[config.mk]
export PLATFORM = sky130hd
export DESIGN_NAME = sba_queue
export DESIGN_NICKNAME = d
export VERILOG_FILES = /design/src/sv/slab_bitmap_allocator_top_macros.svh /design/src/sv/sba_pkg.sv /design/src/sv/sba_queue.sv
export SDC_FILE = /design/constraint.sdc
export NUM_CORES = 1
export LEC_CHECK = 0
export ABC_AREA = 1
export BUFFER_PORTS_ARGS = -buffer_cell sky130_fd_sc_hd__buf_4
export CORE_MARGIN = 3
export CORE_UTILIZATION = 35
export CTS_BUF_LIST = sky130_fd_sc_hd__clkbuf_16
export CTS_CLUSTER_SIZE = 14
export DETAILED_ROUTE_END_ITERATION = 8
export MAX_ROUTING_LAYER = met4
export PLACE_DENSITY = 0.58
export SYNTH_ARGS = -nofsm -noshare
export SYNTH_HDL_FRONTEND = slang
export SYNTH_SLANG_ARGS = --single-unit
[constraint.sdc]
create_clock -name clk -period 4.1 [get_ports clk]
set_input_delay 1.025 -clock clk [delete_from_list [all_inputs] [get_ports clk]]
set_output_delay 1.025 -clock clk [all_outputs]
set_load 0.02 [all_outputs]
[src/sv/slab_bitmap_allocator_top_macros.svh]
// Assertion macros shared by the slab bitmap allocator top level.
`ifndef SLAB_BITMAP_ALLOCATOR_TOP_MACROS_SVH
`define SLAB_BITMAP_ALLOCATOR_TOP_MACROS_SVH

// The consequent must hold in the same cycle as the antecedent.
`define SBA_ASSERT_IMPLY(label, ante, cons, msg) \
    label: assert property (@(posedge clk) disable iff (!rst_n) (ante) |-> (cons)) \
        else $error(msg);

// The condition must never be seen at a clock edge out of reset.
`define SBA_ASSERT_NEVER(label, cond, msg) \
    label: assert property (@(posedge clk) disable iff (!rst_n) !(cond)) \
        else $error(msg);

`endif

[src/sv/sba_pkg.sv]
// Shared types, constants and size-class tables of the slab bitmap allocator.
package sba_pkg;

    localparam int OBJECTS_PER_CLASS = 512;
    localparam int CLASS_COUNT       = 6;
    localparam int REG_COUNT         = 6;
    localparam int MAX_OBJ_BYTES     = 256;
    localparam int BITS_PER_WORD     = 64;
    localparam int BIT_SEL_W         = 6;
    localparam int WORD_SEL_W        = 6;
    localparam int ADDR_W            = 32;
    localparam int SIZE_W            = 32;
    localparam int CLS_W             = 3;
    localparam int BYTES_W           = 9;
    localparam int STATUS_W          = 3;
    localparam int CFG_IDX_W         = 3;
    localparam int QUEUE_DEPTH       = 2;

    // Reciprocal of five for the 160-byte class: exact for quotients of
    // values below two to the power RECIP5_SHIFT.
    localparam int RECIP5       = 52429;
    localparam int RECIP5_W     = 16;
    localparam int RECIP5_SHIFT = 18;

    localparam logic [CLS_W-1:0] CLS_160 = 3'd4;

    typedef enum logic [0:0] {
        OP_ALLOC = 1'b0,
        OP_FREE  = 1'b1
    } opcode_t;

    typedef enum logic [STATUS_W-1:0] {
        ST_ALLOCATED   = 3'd0,
        ST_FREED       = 3'd1,
        ST_TOO_LARGE   = 3'd2,
        ST_FULL        = 3'd3,
        ST_NOT_IN_SLAB = 3'd4,
        ST_MISALIGNED  = 3'd5,
        ST_NULL        = 3'd6
    } status_t;

    typedef enum logic [1:0] {
        CMD_REPLY = 2'd0,
        CMD_ALLOC = 2'd1,
        CMD_FREE  = 2'd2
    } cmd_kind_t;

    typedef struct packed {
        cmd_kind_t              kind;
        status_t                status;
        logic [CLS_W-1:0]       cls;
        logic [BYTES_W-1:0]     bytes;
        logic [ADDR_W-1:0]      base;
        logic [WORD_SEL_W-1:0]  word;
        logic [BIT_SEL_W-1:0]   bit_sel;
    } cmd_t;

    typedef struct packed {
        status_t                status;
        logic [ADDR_W-1:0]      object_address;
        logic [CLS_W-1:0]       class_index;
        logic [BYTES_W-1:0]     object_bytes;
    } rsp_t;

    typedef struct packed {
        logic clearing;
    } back_stat_t;

    function automatic logic [BYTES_W-1:0] class_bytes(input logic [CLS_W-1:0] cls);
        logic [BYTES_W-1:0] r;
        unique case (cls)
            3'd0:    r = 9'd16;
            3'd1:    r = 9'd32;
            3'd2:    r = 9'd64;
            3'd3:    r = 9'd128;
            3'd4:    r = 9'd160;
            3'd5:    r = 9'd256;
            default: r = 9'd0;
        endcase
        return r;
    endfunction

    // Shift that takes a byte offset to an object index, before the
    // division by five of the 160-byte class.
    function automatic logic [3:0] class_shift(input logic [CLS_W-1:0] cls);
        logic [3:0] r;
        unique case (cls)
            3'd0:    r = 4'd4;
            3'd1:    r = 4'd5;
            3'd2:    r = 4'd6;
            3'd3:    r = 4'd7;
            3'd4:    r = 4'd5;
            3'd5:    r = 4'd8;
            default: r = 4'd0;
        endcase
        return r;
    endfunction

endpackage

[src/sv/sba_queue.sv]
// Short command queue between the front end and the back end.
module sba_queue #(
    parameter int DEPTH = sba_pkg::QUEUE_DEPTH
) (
    input  logic           clk,
    input  logic           rst_n,
    input  logic           push_valid,
    output logic           push_ready,
    input  sba_pkg::cmd_t  push_data,
    output logic           pop_valid,
    input  logic           pop_ready,
    output sba_pkg::cmd_t  pop_data
);

    localparam int PW = (DEPTH > 1) ? $clog2(DEPTH) : 1;
    localparam int CW = $clog2(DEPTH + 1);

    sba_pkg::cmd_t   entry_reg [DEPTH];
    logic [PW-1:0]   wr_ptr_reg, rd_ptr_reg;
    logic [CW-1:0]   count_reg;
    logic            do_push, do_pop;

    assign push_ready = (count_reg != CW'(DEPTH));
    assign pop_valid  = (count_reg != '0);
    assign do_push    = push_valid && push_ready;
    assign do_pop     = pop_valid && pop_ready;
    assign pop_data   = entry_reg[rd_ptr_reg];

    always_ff @(posedge clk)
    begin
        if (do_push)
        begin
            entry_reg[wr_ptr_reg] <= push_data;
        end
    end

    always_ff @(posedge clk or negedge rst_n)
    begin
        if (!rst_n)
        begin
            wr_ptr_reg <= '0;
            rd_ptr_reg <= '0;
            count_reg  <= '0;
        end
        else
        begin
            if (do_push)
            begin
                wr_ptr_reg <= (wr_ptr_reg == PW'(DEPTH - 1)) ? '0 : wr_ptr_reg + PW'(1);
            end
            if (do_pop)
            begin
                rd_ptr_reg <= (rd_ptr_reg == PW'(DEPTH - 1)) ? '0 : rd_ptr_reg + PW'(1);
            end
            if (do_push && !do_pop)
            begin
                count_reg <= count_reg + CW'(1);
            end
            else if (do_pop && !do_push)
            begin
                count_reg <= count_reg - CW'(1);
            end
        end
    end

endmodule

# Word level (Yosys, flattened, before mapping)
# Memory sizes are Yosys's and may differ from the RTL's.
# Cells that the tools add are included.
# Widths: inputs -> output; s select.
[totals] register_bits=4 mem_bits_rw=122 input_bits=65 output_inout_bits=63 wordCells=23 n_memories=1
[op_classes] add_sub_neg=4 eq_ne=1 mux=6 n_reduce_logical=8
[mem_list] name="entry_reg" depth=2 word_bits=61 rd=1 rd_clocked_by_memory_dff=0 wr=1 line="sba_queue.sv:18" source="sba_pkg::cmd_t entry_reg [DEPTH];"
[op_table] operator="$logic_and 1x1->1" n=4
[op_table] operator="$mux 1" n=4
[op_table] operator="$mux 2" n=2
[op_table] operator="$reduce_bool 2->1" n=2
[op_table] operator="$add 1x1->1 const B" n=2
[op_table] operator="$add 2x1->2 const B" n=1
[op_table] operator="$logic_not 1->1" n=2
[op_table] operator="$ne 2x2->1 const B" n=1
[op_table] operator="$sub 2x1->2 const B" n=1

# Longest topological paths before layout
[logic_depth] ltp_word=6 depth_mapped=10

# Least setup slack after synthesis
# Ideal clock, no wire load.
[synth_timing] path_kind="in2reg" startpoint="input port push_valid" endpoint="memory entry_reg[0][0] in the netlist's numbering (enable)" setup_ns=0.480 t_arrival_ns=3.662 required_time_ns=3.620 path_slack_ns=-0.042 stages=2 path_buffers=0 path_cell_list="nand2_2 -> nor2_1"
[synth_via] elab_chain_cells=3
[synth_lines] element="start, declared" line="sba_queue.sv:7" source="input logic push_valid,"
[synth_lines] element="$logic_and 1x1->1" line="sba_queue.sv:25" source="assign do_push = push_valid && push_ready;"
[synth_lines] element="$mux 1" line="sba_queue.sv:31" source="if (do_push)"
[synth_lines] element="$mux 1 (not written as such)" line="sba_queue.sv:33" source="entry_reg[wr_ptr_reg] <= push_data;"
[synth_lines] element="end, declared" line="sba_queue.sv:18"
# No other way between the ends.

==> impl_metrics.tcl <==
set metrics [dict create \
    synth_nets 413 \
    worstPathRequired_ns 3.07 \
    postCtsHoldBufs 0 \
    grt_pass1_wl_mm 14.2 \
    syn_avg_cell_area_um2 13.5 \
    ant_nets 0 \
    die_x_um 122 \
    vias_per_cell 4.35 \
    clock_latency_ns 0.40 \
    cp_max_fo 62 \
    gr-usage-all-layers_pct 13.4 \
    pre_cts_ws_ns 1.39 \
    clock-sinks 126 \
    p_leak_nw 2.71 \
    place_congestion 0.729 \
    multi_input_area_um2 796 \
    syn-cell-area_um2 4700 \
    path_class "flop to output port" \
    yosysWarnings 0 \
    setup_viol 0 \
    area_growth_pct 34.6 \
    power_mw 4.97 \
    cts_tree "yes" \
    die_height_um 122 \
    finalClockSkew_ns 0.00446 \
    ir_worst_vdd_v 0.000363 \
    cts_setup_buffers 0 \
    clockRootBuffer "clkbuf_16" \
    final_cell_mix "nand2_1 (192), buf_4 (131), edfxtp_1 (122)" \
    startpoint_type "flop" \
    critical_path_arrival_ns 2.07 \
    highest_layer "met4" \
    wl_per_cell_um 13.9 \
    wl_met1_mm 4.00 \
    fin_nets 550 \
    largest_register_ffs 122 \
    clkSlewWorstSetupHoldPaths_ns 0.05 \
    slew_headroom_pct 48.3 \
    routed_wl_mm 9.29 \
    grt_setup_unrepaired "false" \
    status "complete, no violations" \
    die_area_um2 14900 \
    synth-seq-cells 126 \
    final_common_cell "nand2_1" \
    vias 2905 \
    post_cts_resized 0 \
    ioPinCount 128 \
    drv_cap 0 \
    r2r_slack_ns 2.04 \
    overflow 0 \
    power_density_nw_per_um2 786 \
    wl_met3_um 632 \
    hold_viol_final 0 \
    floorplan.initialDensity_pct 36.5 \
    slew_violations 0 \
    htree_levels 4 \
    ys_seq_area_share_pct 80.1 \
    num-fill-cells 1148 \
    synth_cell_types 14 \
    final.period_utilization_pct 75.4 \
    fp-row-count 41 \
    grt_max_degree 63 \
    hold_class "input pin to asynchronous set/reset pin" \
    seqCellArea_um2 3760 \
    drt_pass1_iterations 4 \
    tightest_slew_ns 0.775 \
    cts_buffers 17 \
    layout_min_cycle_time_ns 3.09 \
    dr_wl_met2_mm 4.47 \
    first_iter_violations 208 \
    core_area_um2 12900 \
    drive_gt1_share_pct 31.9 \
    end_kind "output port" \
    cts_buffer_depth 2 \
    place_hpwl_mm 5.78 \
    portBuffers 127 \
    drc_errors 0 \
    max_clock_freq_mhz 323 \
    antenna_found_initial 0 \
    syn_inst 347 \
    n_antenna_cell 0 \
    fin_ws_ns 1.01 \
    grt_pass1_vias 2941 \
]
## power breakdown
part | switching, mW | total [mW] | leakage [nW] | internal, mW
Clock | 0.487 | 1.35 | 0.271 | 0.865
Sequential | 0.129 | 1.89 | 1.18 | 1.76
Combinational | 1.11 | 1.73 | 1.26 | 0.620
## layout make-up
type,instances,share of cell area [%]
flip-flops and latches,126,59.5
well taps,172,3.40
multi-input cells,201,12.6
inverters,7,0.494
clock buffers,17,6.72
repair buffers,131,15.5
clock inverters,14,1.76
## logic make-up after synthesis
kind of cell	share of synthesized area, %
xor+xnor	0.373
fa+ha+maj	0.266
buf+inv	3.30
flops	80.1
simple gates	16.0
## final timing paths
check / startpoint / endpoint / depth (start not counted)
min reg2reg: count_reg[0] / count_reg[0] / 1
max in group asynchronous: rst_n / rd_ptr_reg / 1
min in group clk: count_reg[0] / count_reg[0] / 1
min: rst_n / count_reg[1] / 1
max reg2reg: count_reg[0] / entry_reg[1][34] / 5
max: rd_ptr_reg / pop_data[45] / 4
## stage by stage
stage	instance area, µm²	cells	util, %	hold slack (ns)	TNS [ns]
floorplan	4700	347	-	0.462	-5.09
global placement	5790	637	45.0	0.479	0
detailed placement	5790	637	45.0	0.492	0
CTS	6330	668	49.1	0.378	0
global route	6330	668	49.1	0.382	0
finish	6330	668	49.1	0.404	0
## worst max-delay path, cell delays in order, from the launching register on
cell and delay [ns]:
dfrtp_2 0.87, inv_6 0.37, nand2_1 0.15, nand2_1 0.08
buf_4 0.16
## layer usage
metal	global-route usage [%]	vias up
met5	-	-
met2	20.3	84
met4	6.30	0
met1	16.1	1365
li1	-	1441
met3	4.78	15
## cells in the mapped netlist
cell type | number | area [µm²]
nand4_1 | 1 | 6.26
buf_6 | 7 | 78.8
ha_1 | 1 | 12.5
inv_6 | 1 | 8.76
buf_4 | 6 | 45.0
xnor2_1 | 1 | 8.76
nor2_1 | 2 | 7.51
xor2_1 | 1 | 8.76
nand2_1 | 192 | 721
nand2_2 | 1 | 6.26
inv_1 | 6 | 22.5
dfrtp_1 | 4 | 100
nand3_1 | 2 | 10.0
edfxtp_1 | 122 | 3660
Power figures use the tool's default switching activity.
