$ cat src/sv/slab_bitmap_allocator_top_macros.svh
// Assertion macros shared by the slab bitmap allocator top level.
`ifndef SLAB_BITMAP_ALLOCATOR_TOP_MACROS_SVH
`define SLAB_BITMAP_ALLOCATOR_TOP_MACROS_SVH

// The consequent must hold in the same cycle as the antecedent.
`define SBA_ASSERT_IMPLY(label, ante, cons, msg) \
    label: assert property (@(posedge clk) disable iff (!rst_n) (ante) |-> (cons)) \
        else $error(msg);

// The condition must never be seen at a clock edge out of reset.
`define SBA_ASSERT_NEVER(label, cond, msg) \
    label: assert property (@(posedge clk) disable iff (!rst_n) !(cond)) \
        else $error(msg);

`endif

$ cat src/sv/sba_pkg.sv
// Shared types, constants and size-class tables of the slab bitmap allocator.
package sba_pkg;

    localparam int OBJECTS_PER_CLASS = 512;
    localparam int CLASS_COUNT       = 6;
    localparam int REG_COUNT         = 6;
    localparam int MAX_OBJ_BYTES     = 256;
    localparam int BITS_PER_WORD     = 64;
    localparam int BIT_SEL_W         = 6;
    localparam int WORD_SEL_W        = 6;
    localparam int ADDR_W            = 32;
    localparam int SIZE_W            = 32;
    localparam int CLS_W             = 3;
    localparam int BYTES_W           = 9;
    localparam int STATUS_W          = 3;
    localparam int CFG_IDX_W         = 3;
    localparam int QUEUE_DEPTH       = 2;

    // Reciprocal of five for the 160-byte class: exact for quotients of
    // values below two to the power RECIP5_SHIFT.
    localparam int RECIP5       = 52429;
    localparam int RECIP5_W     = 16;
    localparam int RECIP5_SHIFT = 18;

    localparam logic [CLS_W-1:0] CLS_160 = 3'd4;

    typedef enum logic [0:0] {
        OP_ALLOC = 1'b0,
        OP_FREE  = 1'b1
    } opcode_t;

    typedef enum logic [STATUS_W-1:0] {
        ST_ALLOCATED   = 3'd0,
        ST_FREED       = 3'd1,
        ST_TOO_LARGE   = 3'd2,
        ST_FULL        = 3'd3,
        ST_NOT_IN_SLAB = 3'd4,
        ST_MISALIGNED  = 3'd5,
        ST_NULL        = 3'd6
    } status_t;

    typedef enum logic [1:0] {
        CMD_REPLY = 2'd0,
        CMD_ALLOC = 2'd1,
        CMD_FREE  = 2'd2
    } cmd_kind_t;

    typedef struct packed {
        cmd_kind_t              kind;
        status_t                status;
        logic [CLS_W-1:0]       cls;
        logic [BYTES_W-1:0]     bytes;
        logic [ADDR_W-1:0]      base;
        logic [WORD_SEL_W-1:0]  word;
        logic [BIT_SEL_W-1:0]   bit_sel;
    } cmd_t;

    typedef struct packed {
        status_t                status;
        logic [ADDR_W-1:0]      object_address;
        logic [CLS_W-1:0]       class_index;
        logic [BYTES_W-1:0]     object_bytes;
    } rsp_t;

    typedef struct packed {
        logic clearing;
    } back_stat_t;

    function automatic logic [BYTES_W-1:0] class_bytes(input logic [CLS_W-1:0] cls);
        logic [BYTES_W-1:0] r;
        unique case (cls)
            3'd0:    r = 9'd16;
            3'd1:    r = 9'd32;
            3'd2:    r = 9'd64;
            3'd3:    r = 9'd128;
            3'd4:    r = 9'd160;
            3'd5:    r = 9'd256;
            default: r = 9'd0;
        endcase
        return r;
    endfunction

    // Shift that takes a byte offset to an object index, before the
    // division by five of the 160-byte class.
    function automatic logic [3:0] class_shift(input logic [CLS_W-1:0] cls);
        logic [3:0] r;
        unique case (cls)
            3'd0:    r = 4'd4;
            3'd1:    r = 4'd5;
            3'd2:    r = 4'd6;
            3'd3:    r = 4'd7;
            3'd4:    r = 4'd5;
            3'd5:    r = 4'd8;
            default: r = 4'd0;
        endcase
        return r;
    endfunction

endpackage

$ cat src/sv/sba_channels.sv


interface sba_rsp_if;
    logic                          valid;
    logic                          ready;
    logic [sba_pkg::STATUS_W-1:0]  status;
    logic [sba_pkg::ADDR_W-1:0]    object_address;
    logic [sba_pkg::CLS_W-1:0]     class_index;
    logic [sba_pkg::BYTES_W-1:0]   object_bytes;

    modport source (output valid, status, object_address, class_index, object_bytes,
                    input ready);
    modport sink   (input valid, status, object_address, class_index, object_bytes,
                    output ready);
endinterface


$ cat src/sv/sba_ram.sv
// Generic simple dual-port RAM with one write port and a registered read port.
module sba_ram #(
    parameter int WIDTH = 64,
    parameter int DEPTH = 48
) (
    input  logic                                  clk,
    input  logic                                  we,
    input  logic [((DEPTH > 1) ? $clog2(DEPTH) : 1)-1:0] waddr,
    input  logic [WIDTH-1:0]                      wdata,
    input  logic                                  re,
    input  logic [((DEPTH > 1) ? $clog2(DEPTH) : 1)-1:0] raddr,
    output logic [WIDTH-1:0]                      rdata
);

    logic [WIDTH-1:0] mem [DEPTH];
    logic [WIDTH-1:0] rdata_reg;

    always_ff @(posedge clk)
    begin
        if (we)
        begin
            mem[waddr] <= wdata;
        end
        if (re)
        begin
            rdata_reg <= mem[raddr];
        end
    end

    assign rdata = rdata_reg;

endmodule

$ cat src/sv/sba_back.sv
// Back end: owns the used bitmap, scans, claims and releases objects, drives results.
module sba_back #(
    parameter int OBJECTS_PER_CLASS = sba_pkg::OBJECTS_PER_CLASS,
    parameter int CLASS_COUNT       = sba_pkg::CLASS_COUNT
) (
    input  logic                 clk,
    input  logic                 rst_n,
    input  sba_pkg::cmd_t        pop_data,
    input  logic                 pop_valid,
    output logic                 pop_ready,
    output sba_pkg::back_stat_t  stat,
    sba_rsp_if.source            rsp
);

    localparam int WPC    = OBJECTS_PER_CLASS / sba_pkg::BITS_PER_WORD;
    localparam int DEPTH  = CLASS_COUNT * WPC;
    localparam int MEM_AW = (DEPTH > 1) ? $clog2(DEPTH) : 1;
    localparam int IDX_W  = $clog2(OBJECTS_PER_CLASS);
    localparam int WC_W   = $clog2(WPC + 1);
    localparam int WI_W   = (WPC > 1) ? $clog2(WPC) : 1;
    localparam int PROD_W = IDX_W + sba_pkg::BYTES_W;
    localparam int BW     = sba_pkg::BITS_PER_WORD;
    localparam int ADDR_W = sba_pkg::ADDR_W;

    typedef enum logic [2:0] {
        B_CLEAR,
        B_IDLE,
        B_SCAN,
        B_FREE_WR,
        B_MUL,
        B_SUM,
        B_EMIT
    } bstate_t;

    bstate_t              state_reg, state_next;
    logic [MEM_AW-1:0]    clr_reg, clr_next;
    sba_pkg::cmd_t        cmd_reg, cmd_next;
    logic [WC_W-1:0]      rd_w_reg, rd_w_next;
    logic [WI_W-1:0]      chk_w_reg, chk_w_next;
    logic                 chk_valid_reg, chk_valid_next;
    logic [IDX_W-1:0]     idx_reg, idx_next;
    logic [PROD_W-1:0]    prod_reg, prod_next;
    sba_pkg::rsp_t        result_reg, result_next;
    sba_pkg::rsp_t        out_reg, out_next;
    logic                 out_valid_reg, out_valid_next;

    logic                 ram_we, ram_re;
    logic [MEM_AW-1:0]    ram_waddr, ram_raddr;
    logic [BW-1:0]        ram_wdata, ram_rdata;
    logic [sba_pkg::BIT_SEL_W-1:0] free_bit;

    function automatic logic [MEM_AW-1:0] word_addr(input logic [sba_pkg::CLS_W-1:0] cls,
                                                    input int w);
        return MEM_AW'(int'(cls) * WPC + w);
    endfunction

    function automatic logic [sba_pkg::BIT_SEL_W-1:0] lowest_zero(input logic [BW-1:0] v);
        logic [sba_pkg::BIT_SEL_W-1:0] r;
        r = '0;
        for (int i = BW - 1; i >= 0; i--)
        begin
            if (!v[i])
            begin
                r = sba_pkg::BIT_SEL_W'(i);
            end
        end
        return r;
    endfunction

    sba_ram #(
        .WIDTH (BW),
        .DEPTH (DEPTH)
    ) u_bitmap (
        .clk   (clk),
        .we    (ram_we),
        .waddr (ram_waddr),
        .wdata (ram_wdata),
        .re    (ram_re),
        .raddr (ram_raddr),
        .rdata (ram_rdata)
    );

    assign free_bit      = lowest_zero(ram_rdata);
    assign stat.clearing = (state_reg == B_CLEAR);
    assign pop_ready     = (state_reg == B_IDLE);

    always_comb
    begin
        state_next     = state_reg;
        clr_next       = clr_reg;
        cmd_next       = cmd_reg;
        rd_w_next      = rd_w_reg;
        chk_w_next     = chk_w_reg;
        chk_valid_next = chk_valid_reg;
        idx_next       = idx_reg;
        prod_next      = prod_reg;
        result_next    = result_reg;
        out_next       = out_reg;
        out_valid_next = out_valid_reg;
        ram_we         = 1'b0;
        ram_waddr      = '0;
        ram_wdata      = '0;
        ram_re         = 1'b0;
        ram_raddr      = '0;

        if (out_valid_reg && rsp.ready)
        begin
            out_valid_next = 1'b0;
        end

        unique case (state_reg)
            B_CLEAR:
            begin
                ram_we    = 1'b1;
                ram_waddr = clr_reg;
                clr_next  = clr_reg + MEM_AW'(1);
                if (clr_reg == MEM_AW'(DEPTH - 1))
                begin
                    state_next = B_IDLE;
                end
            end
            B_IDLE:
            begin
                if (pop_valid)
                begin
                    cmd_next = pop_data;
                    unique case (pop_data.kind)
                        sba_pkg::CMD_ALLOC:
                        begin
                            rd_w_next      = '0;
                            chk_valid_next = 1'b0;
                            state_next     = B_SCAN;
                        end
                        sba_pkg::CMD_FREE:
                        begin
                            ram_re     = 1'b1;
                            ram_raddr  = word_addr(pop_data.cls, int'(pop_data.word));
                            state_next = B_FREE_WR;
                        end
                        default:
                        begin
                            result_next.status         = pop_data.status;
                            result_next.object_address = '0;
                            result_next.class_index    = pop_data.cls;
                            result_next.object_bytes   = pop_data.bytes;
                            state_next                 = B_EMIT;
                        end
                    endcase
                end
            end
            B_SCAN:
            begin
                // Reads run one word ahead of the check of the word before.
                if (rd_w_reg < WC_W'(WPC))
                begin
                    ram_re         = 1'b1;
                    ram_raddr      = word_addr(cmd_reg.cls, int'(rd_w_reg));
                    rd_w_next      = rd_w_reg + WC_W'(1);
                    chk_w_next     = WI_W'(rd_w_reg);
                    chk_valid_next = 1'b1;
                end
                else
                begin
                    chk_valid_next = 1'b0;
                end
                if (chk_valid_reg)
                begin
                    if (~ram_rdata != '0)
                    begin
                        ram_we     = 1'b1;
                        ram_waddr  = word_addr(cmd_reg.cls, int'(chk_w_reg));
                        ram_wdata  = ram_rdata | (BW'(1) << free_bit);
                        idx_next   = IDX_W'(int'(chk_w_reg) * BW + int'(free_bit));
                        state_next = B_MUL;
                    end
                    else if (chk_w_reg == WI_W'(WPC - 1))
                    begin
                        result_next.status         = sba_pkg::ST_FULL;
                        result_next.object_address = '0;
                        result_next.class_index    = cmd_reg.cls;
                        result_next.object_bytes   = cmd_reg.bytes;
                        state_next                 = B_EMIT;
                    end
                end
            end
            B_FREE_WR:
            begin
                ram_we    = 1'b1;
                ram_waddr = word_addr(cmd_reg.cls, int'(cmd_reg.word));
                ram_wdata = ram_rdata & ~(BW'(1) << cmd_reg.bit_sel);
                result_next.status         = sba_pkg::ST_FREED;
                result_next.object_address = '0;
                result_next.class_index    = cmd_reg.cls;
                result_next.object_bytes   = cmd_reg.bytes;
                state_next                 = B_EMIT;
            end
            B_MUL:
            begin
                prod_next  = PROD_W'(idx_reg) * PROD_W'(cmd_reg.bytes);
                state_next = B_SUM;
            end
            B_SUM:
            begin
                result_next.status         = sba_pkg::ST_ALLOCATED;
                result_next.object_address = cmd_reg.base + ADDR_W'(prod_reg);
                result_next.class_index    = cmd_reg.cls;
                result_next.object_bytes   = cmd_reg.bytes;
                state_next                 = B_EMIT;
            end
            B_EMIT:
            begin
                if (!out_valid_reg || rsp.ready)
                begin
                    out_next       = result_reg;
                    out_valid_next = 1'b1;
                    state_next     = B_IDLE;
                end
            end
            default:
            begin
                state_next = B_IDLE;
            end
        endcase
    end

    always_ff @(posedge clk or negedge rst_n)
    begin
        if (!rst_n)
        begin
            state_reg     <= B_CLEAR;
            clr_reg       <= '0;
            cmd_reg       <= '0;
            rd_w_reg      <= '0;
            chk_w_reg     <= '0;
            chk_valid_reg <= 1'b0;
            idx_reg       <= '0;
            prod_reg      <= '0;
            result_reg    <= '0;
            out_reg       <= '0;
            out_valid_reg <= 1'b0;
        end
        else
        begin
            state_reg     <= state_next;
            clr_reg       <= clr_next;
            cmd_reg       <= cmd_next;
            rd_w_reg      <= rd_w_next;
            chk_w_reg     <= chk_w_next;
            chk_valid_reg <= chk_valid_next;
            idx_reg       <= idx_next;
            prod_reg      <= prod_next;
            result_reg    <= result_next;
            out_reg       <= out_next;
            out_valid_reg <= out_valid_next;
        end
    end

    assign rsp.valid          = out_valid_reg;
    assign rsp.status         = out_reg.status;
    assign rsp.object_address = out_reg.object_address;
    assign rsp.class_index    = out_reg.class_index;
    assign rsp.object_bytes   = out_reg.object_bytes;

endmodule
$ cat src/flat_wrapper.sv
// flat-port wrapper written by rule: the top's interface ports become plain ports
module sba_back_flat 
#(
    parameter int OBJECTS_PER_CLASS = sba_pkg::OBJECTS_PER_CLASS,
    parameter int CLASS_COUNT       = sba_pkg::CLASS_COUNT
)
  (clk, rst_n, pop_data, pop_valid, pop_ready, stat, rsp_valid, rsp_status, rsp_object_address, rsp_class_index, rsp_object_bytes, rsp_ready);
  sba_rsp_if rsp_i ();
  input  logic clk;
  input  logic rst_n;
  input  sba_pkg::cmd_t pop_data;
  input  logic pop_valid;
  output logic pop_ready;
  output sba_pkg::back_stat_t stat;
  output wire logic [$bits(rsp_i.valid)-1:0] rsp_valid;
  output wire logic [$bits(rsp_i.status)-1:0] rsp_status;
  output wire logic [$bits(rsp_i.object_address)-1:0] rsp_object_address;
  output wire logic [$bits(rsp_i.class_index)-1:0] rsp_class_index;
  output wire logic [$bits(rsp_i.object_bytes)-1:0] rsp_object_bytes;
  input wire logic [$bits(rsp_i.ready)-1:0] rsp_ready;
  assign rsp_valid = rsp_i.valid;
  assign rsp_status = rsp_i.status;
  assign rsp_object_address = rsp_i.object_address;
  assign rsp_class_index = rsp_i.class_index;
  assign rsp_object_bytes = rsp_i.object_bytes;
  assign rsp_i.ready = rsp_ready;
  sba_back #(.OBJECTS_PER_CLASS(OBJECTS_PER_CLASS), .CLASS_COUNT(CLASS_COUNT)) u_core (.clk(clk), .rst_n(rst_n), .pop_data(pop_data), .pop_valid(pop_valid), .pop_ready(pop_ready), .stat(stat), .rsp(rsp_i));
endmodule
$ cat config.mk
export PLATFORM = sky130hd
export DESIGN_NAME = sba_back_flat
export DESIGN_NICKNAME = d
export VERILOG_FILES = /design/src/sv/slab_bitmap_allocator_top_macros.svh /design/src/sv/sba_pkg.sv /design/src/sv/sba_channels.sv /design/src/sv/sba_ram.sv /design/src/sv/sba_back.sv /design/src/flat_wrapper.sv
export SDC_FILE = /design/constraint.sdc
export NUM_CORES = 2
export LEC_CHECK = 0
export ABC_AREA = 0
export BUFFER_PORTS_ARGS = -buffer_cell sky130_fd_sc_hd__buf_4
export CAP_MARGIN = 10
export CORE_MARGIN = 2
export CORE_UTILIZATION = 30
export CTS_CLUSTER_SIZE = 30
export DETAILED_ROUTE_END_ITERATION = 8
export PLACE_DENSITY = 0.55
export RECOVER_POWER = 25
export SKIP_CTS_REPAIR_TIMING = 1
export SYNTH_ARGS = -nofsm -noshare
export SYNTH_HDL_FRONTEND = slang
export SYNTH_SLANG_ARGS = --single-unit
$ cat constraint.sdc
create_clock -name clk -period 15.5 [get_ports clk]
set_clock_uncertainty 0.1 [all_clocks]
set_input_delay 2.325 -clock clk [delete_from_list [all_inputs] [get_ports clk]]
set_output_delay 2.325 -clock clk [all_outputs]
set_load 0.1 [all_outputs]
# After elaboration in Yosys (flattened, before gate mapping)
# Memory sizes are Yosys's and may differ from the RTL's. A register that Yosys moved wholly into a read port is not among the register bits.
# Cells that the tools add are included.
op_classes:
  n_shift: 2
  eq_ne: 20
  bitwise: 4
  n_mul: 1
  n_mux: 107
  addsub: 8
  n_lt_le_gt_ge: 1
  n_reduce_logical: 18
op_table:
  columns: ["operator", "count"]
  rows:
  - ["$mux 6", 69]
  - ["$mux 47", 5]
  - ["$pmux 47 s4", 1]
  - ["$mux 64", 2]
  - ["$not 64->64", 2]
  - ["$pmux 64 s2", 1]
  - ["$shl 1x6->64 const A", 2]
  - ["$and 64x64->64", 1]
  - ["$or 64x64->64", 1]
  - ["$reduce_bool 64->1", 1]
  - ["$add 32x18->32", 1]
  - ["$mul 9x9->18", 1]
  - ["$mux 3", 6]
  - ["$pmux 3 s6", 1]
  - ["$pmux 6 s3", 1]
  - ["$add 6x6->6", 2]
  - ["$eq 3x3->1 const B", 4]
  - ["$mux 1", 12]
  - ["$mux 4", 3]
  - ["$ne 2x1->1 const B", 6]
  - ["$pmux 6 s2", 1]
  - ["$add 9x6->9", 1]
  - ["$pmux 4 s2", 1]
  - ["$add 6x1->6 const B", 1]
  - ["other kinds (25)", 35]
word_totals:
  register_bits: 195
  out_inout_bits: 50
  ramBits: 3072
  memories: 1
mem_list:
  columns: ["name", "depth", "word_bits", "read_ports", "rd_clocked_by_memory_dff", "write_ports", "line_no", "source"]
  rows:
  - ["u_core.u_bitmap.mem", 48, 64, 1, 1, 1, "sba_ram.sv:15", "logic [WIDTH-1:0] mem [DEPTH];"]

# Longest topological paths before layout
depth:
  depth_word: 69
  depth_mapped: 20
  depth_no_buf: 19

# By module
# A second synthesis with hierarchy kept.
hier_totals:
  cells_unflattened: 6708
  area_unflattened_um2: 133229.0
by_module_without_submodules:
  columns: ["module", "n_inst", "area_each_um2", "cells_each", "seq_area_each_um2"]
  rows:
  - ["sba_ram", 1, 119160.5, 5157, 94170.3]
  - ["sba_back", 1, 14068.5, 1551, 4879.7]

# Worst setup path before layout
# OpenSTA, ideal clock, no wires.
synth_timing:
  kind: "register -> register"
  startpoint: "register u_core.state_reg[2]"
  endpoint: "memory u_core.u_bitmap.mem[23][0] (enable)"
  setup_time_ns: 0.487
  arrival_ns: 5.744
  path_stages_with_launch: 9
  setup_slack_ns: 9.170
  path_cell_list: "dfrtp_1 > clkbuf_1 > nor3_1 > clkbuf_1 > a22oi_1 > and2_1 > or3_1 > clkbuf_1 > nor2_1"
synth_between:
  elab_chain_len: 5
  word_cells_on_any_way: 8
  classes_between: "2 x eq/ne; 4 x mux; 2 x reduce/logical"
synth_rtl:
  columns: ["item", "line_no", "source"]
  rows:
  - ["start: declaration", "sba_back.sv:35", "bstate_t state_reg, state_next;"]
  - ["start signal: assignment", "sba_back.sv:244", "state_reg <= state_next;"]
  - ["$logic_not 3->1 *", null, null]
  - ["named net stat", "flat_wrapper.sv:14", "output sba_pkg::back_stat_t stat;"]
  - ["$reduce_or 2->1 (no line)", null, null]
  - ["$pmux 1 s2", "sba_back.sv:111", "unique case (state_reg)"]
  - ["$mux 1", "sba_ram.sv:20", "if (we)"]
  - ["$mux 1 (implied by the code)", "sba_ram.sv:22", "mem[waddr] <= wdata;"]
  - ["end: declaration", "sba_ram.sv:15", null]
# The timed path passes the listed nets; every way through them passes the cells marked *.

# Worst setup path in the final report
layout_timing:
  startpoint: "register u_core.state_reg[0]"
  endpoint: "memory u_core.u_bitmap.mem[21][24] (enable)"
layout_between:
  elab_chain_len: 5
  word_cells_on_any_way: 8
  classes_between: "2 x eq/ne; 4 x mux; 2 x reduce/logical"
layout_rtl:
  columns: ["item", "line_no"]
  rows:
  - ["$eq 3x2->1 or $logic_not 3->1 (tied branches)", "sba_back.sv:111"]
  - ["$reduce_or 2->1 (no line)", null]
  - ["$pmux 1 s2", "sba_back.sv:111"]
  - ["$mux 1", "sba_ram.sv:20"]
  - ["$mux 1 (implied by the code)", "sba_ram.sv:22"]
# Parallel ways exist; a longest one is shown, timed or not.

==> impl_metrics.tcl <==
set metrics [dict create \
    violations "max-capacitance violations, max-slew violations" \
    syn_area_um2 133900 \
    synth_commonest_cells "edfxtp_1, nand2_1, nand3_1" \
    yosysMostFrequentCell "edfxtp_1" \
    hold_viol 0 \
    ioPinCount 115 \
    fmax_mhz 102.1 \
    grt_usage 0.1868 \
    cts-root-buf "clkbuf_16" \
    drive_above_1_share 0.09923 \
    routedWlPerCell_um 26.96 \
    synth_cells 9888 \
    synth_xor_area_frac 0.003206 \
    clock_sink_count 3331 \
    synth-compound-area-share 0.05087 \
    critPathLaunchType "flip-flop" \
    drv_cap 37 \
    worst_slew_pin_slew_ns 4.812 \
    drc_errors 0 \
    synth_area_leader_cell "edfxtp_1" \
    crit_path_end_kind "flip-flop" \
    worstSkewPairLatency_ns 0.98 \
    cts_tree "done" \
    hold_path_class "flip-flop to flip-flop" \
    tns_ns 0 \
    initial_core_util 0.3010 \
    yosysWarnings 0 \
    finalWorstPathRequiredPeriod_ns 9.792 \
    drt_iter0_markers 12039 \
    synth_mux_area_frac 0.03436 \
    port_buffers 114 \
    syn-num-nets 10069 \
    place.gp.congestion 0.8775 \
    cts-htree-levels 5 \
    synth_cell_type_count 69 \
    synth_edf_count 3136 \
    die-width_um 672.0 \
    rows 245 \
    core_um2 444800 \
    path_class "flip-flop to flip-flop" \
    r2r_cells 10 \
    powerDensity_nw_per_um2 150.1 \
    die_y_um 672.0 \
    startpoint "u_core.state_reg[0]" \
    fin_crit_sh 0.6317 \
    viasPerCell 5.313 \
    cts_buffers 354 \
    synth_top_family_by_area "simple AND/OR/NAND/NOR gates" \
    wirelength_mm 437.9 \
    postSynth.asyncResetShare 0.05854 \
    min_from "u_core.result_reg[23]" \
    syn-mean-instance-area_um2 13.54 \
    area_growth_pct 14.96 \
    synth_top_area_frac 0.7034 \
    worstPathArrival_ns 10.24 \
    power_w 0.02310 \
    die_area_um2 451600 \
    rsz0062_at_grt "no" \
    cts_buffer_depth 4 \
    largest_register_ffs 3072 \
    power.leakage_nw 53.73 \
    grt_max_degree 167 \
    final_max_slew_viol_count 1746 \
    outcome "finished with violations" \
    vias 86309 \
    slew_headroom -2.208 \
    clk_pin_slew_ns 0.06 \
    synth_area_leaders "edfxtp_1, nand2_1, nand3_1" \
    overflow 0 \
    ys_ff_latch 3331 \
    r2r_start "u_core.state_reg[0]" \
    cp_max_fo 45 \
    peakVddDrop_uv 97.91 \
    cp_data_required_time_ns 15.95 \
    finalSetupViolations 0 \
    postLayoutCoreUtil 0.3460 \
    ant_nets 0 \
    synth-seq-area-share 0.7399 \
    synth_flop_cell "edfxtp_1" \
    synthAdderAreaFrac 0.01381 \
    yosys.area_share.simple 0.1387 \
    antenna_found_initial 19 \
    dp_hpwl_mm 225.8 \
    layout.nets 10199 \
    grt_pass1_vias 80859 \
    grt_pass1_wl_mm 614.2 \
    whs_path_depth 2 \
    drtPass1Iterations 6 \
]
-- cells by family after synthesis --
group                      count (synthesis)
and+or+nand+nor                         4272
DFF                                     3331
AOI/OAI and AO/OA                        994
buffers and inverters                    680
muxes                                    446
adders and majority gates                116
xor gates and xnor gates                  49
-- final cells by class --
class / count / area (µm²)
Sequential cell: 3331 / 99050
Tap cell: 5928 / 7417
Multi-Input combinational cell: 5877 / 33090
Antenna cell: 7 / 17.52
Clock buffer: 439 / 9303
Inverter: 82 / 307.8
Fill cell: 42775 / 290900
Timing Repair Buffer: 372 / 2693
Clock inverter: 208 / 2016
-- worst max-delay path, stage by stage (launching register included) --
cell	delay, ns
dfrtp_1	0.63
nor3b_1	0.94
nand2_1	0.55
a41oi_1	1.55
clkbuf_1	1.66
a222oi_1	0.59
and2b_1	0.34
nand2_1	0.38
nor2_4	0.95
buf_4	0.85
buf_4	0.73
-- layer usage --
layer | track usage | vias to the layer above | wire [µm]
li1 | - | 37021 | -
met1 | 0.2605 | 44186 | 182700
met2 | 0.2914 | 4287 | 196100
met3 | 0.03528 | 801 | 42610
met4 | 0.06516 | 14 | 16380
met5 | 0 | - | 92
-- cell usage in the layout, fill, tap and decap left out, drive strengths merged, types with 8 or more instances in the layout --
cell	count
nand4	163
bufinv	29
mux2	108
fa	53
xnor2	27
mux2i	338
xor2	22
nand2b	16
edfxtp	3136
nor2	110
dfrtp	195
a31oi	200
a21oi	163
nand2	2628
o21a	9
and2	40
a32oi	9
nor2b	13
a311oi	126
and3	138
o21bai	8
a21o	11
nand3	1047
inv	94
a221oi	128
clkbuf	522
o21ai	225
ha	63
clkinvlp	14
or3	10
clkinv	153
buf	289
nor3	79
a32o	71
-- report_power, final --
part	switching, W	internal, W
Sequential	0.000389	0.0106
Combinational	0.00267	0.00101
Clock	0.00362	0.00477
-- worst paths after layout --
kind | endpoint | slack (ns)
setup / recovery | u_core.u_bitmap.mem[21][24] | 5.71
setup reg to reg | u_core.u_bitmap.mem[21][24] | 5.71
min in group asynchronous | u_core.rsp.object_bytes[8] | 2.98
max in group asynchronous | u_core.idx_reg[4] | 7.36
hold reg to reg | u_core.result_reg[23] | 0.37
hold / removal | u_core.result_reg[23] | 0.37
-- metrics by stage --
stage	instances	cell area, µm²	hold slack (ns)	setup WS (ns)
floorplan	9888	133900	0.3444	9.170
detailed placement	15587	142900	0.3648	7.906
global route	16239	153900	0.4047	5.449
finish	16244	153900	0.3695	5.708
CTS	16234	154300	0.3782	7.996
global placement	15587	142900	0.3575	7.930
Note: power is estimated with default switching activity, not from simulation.
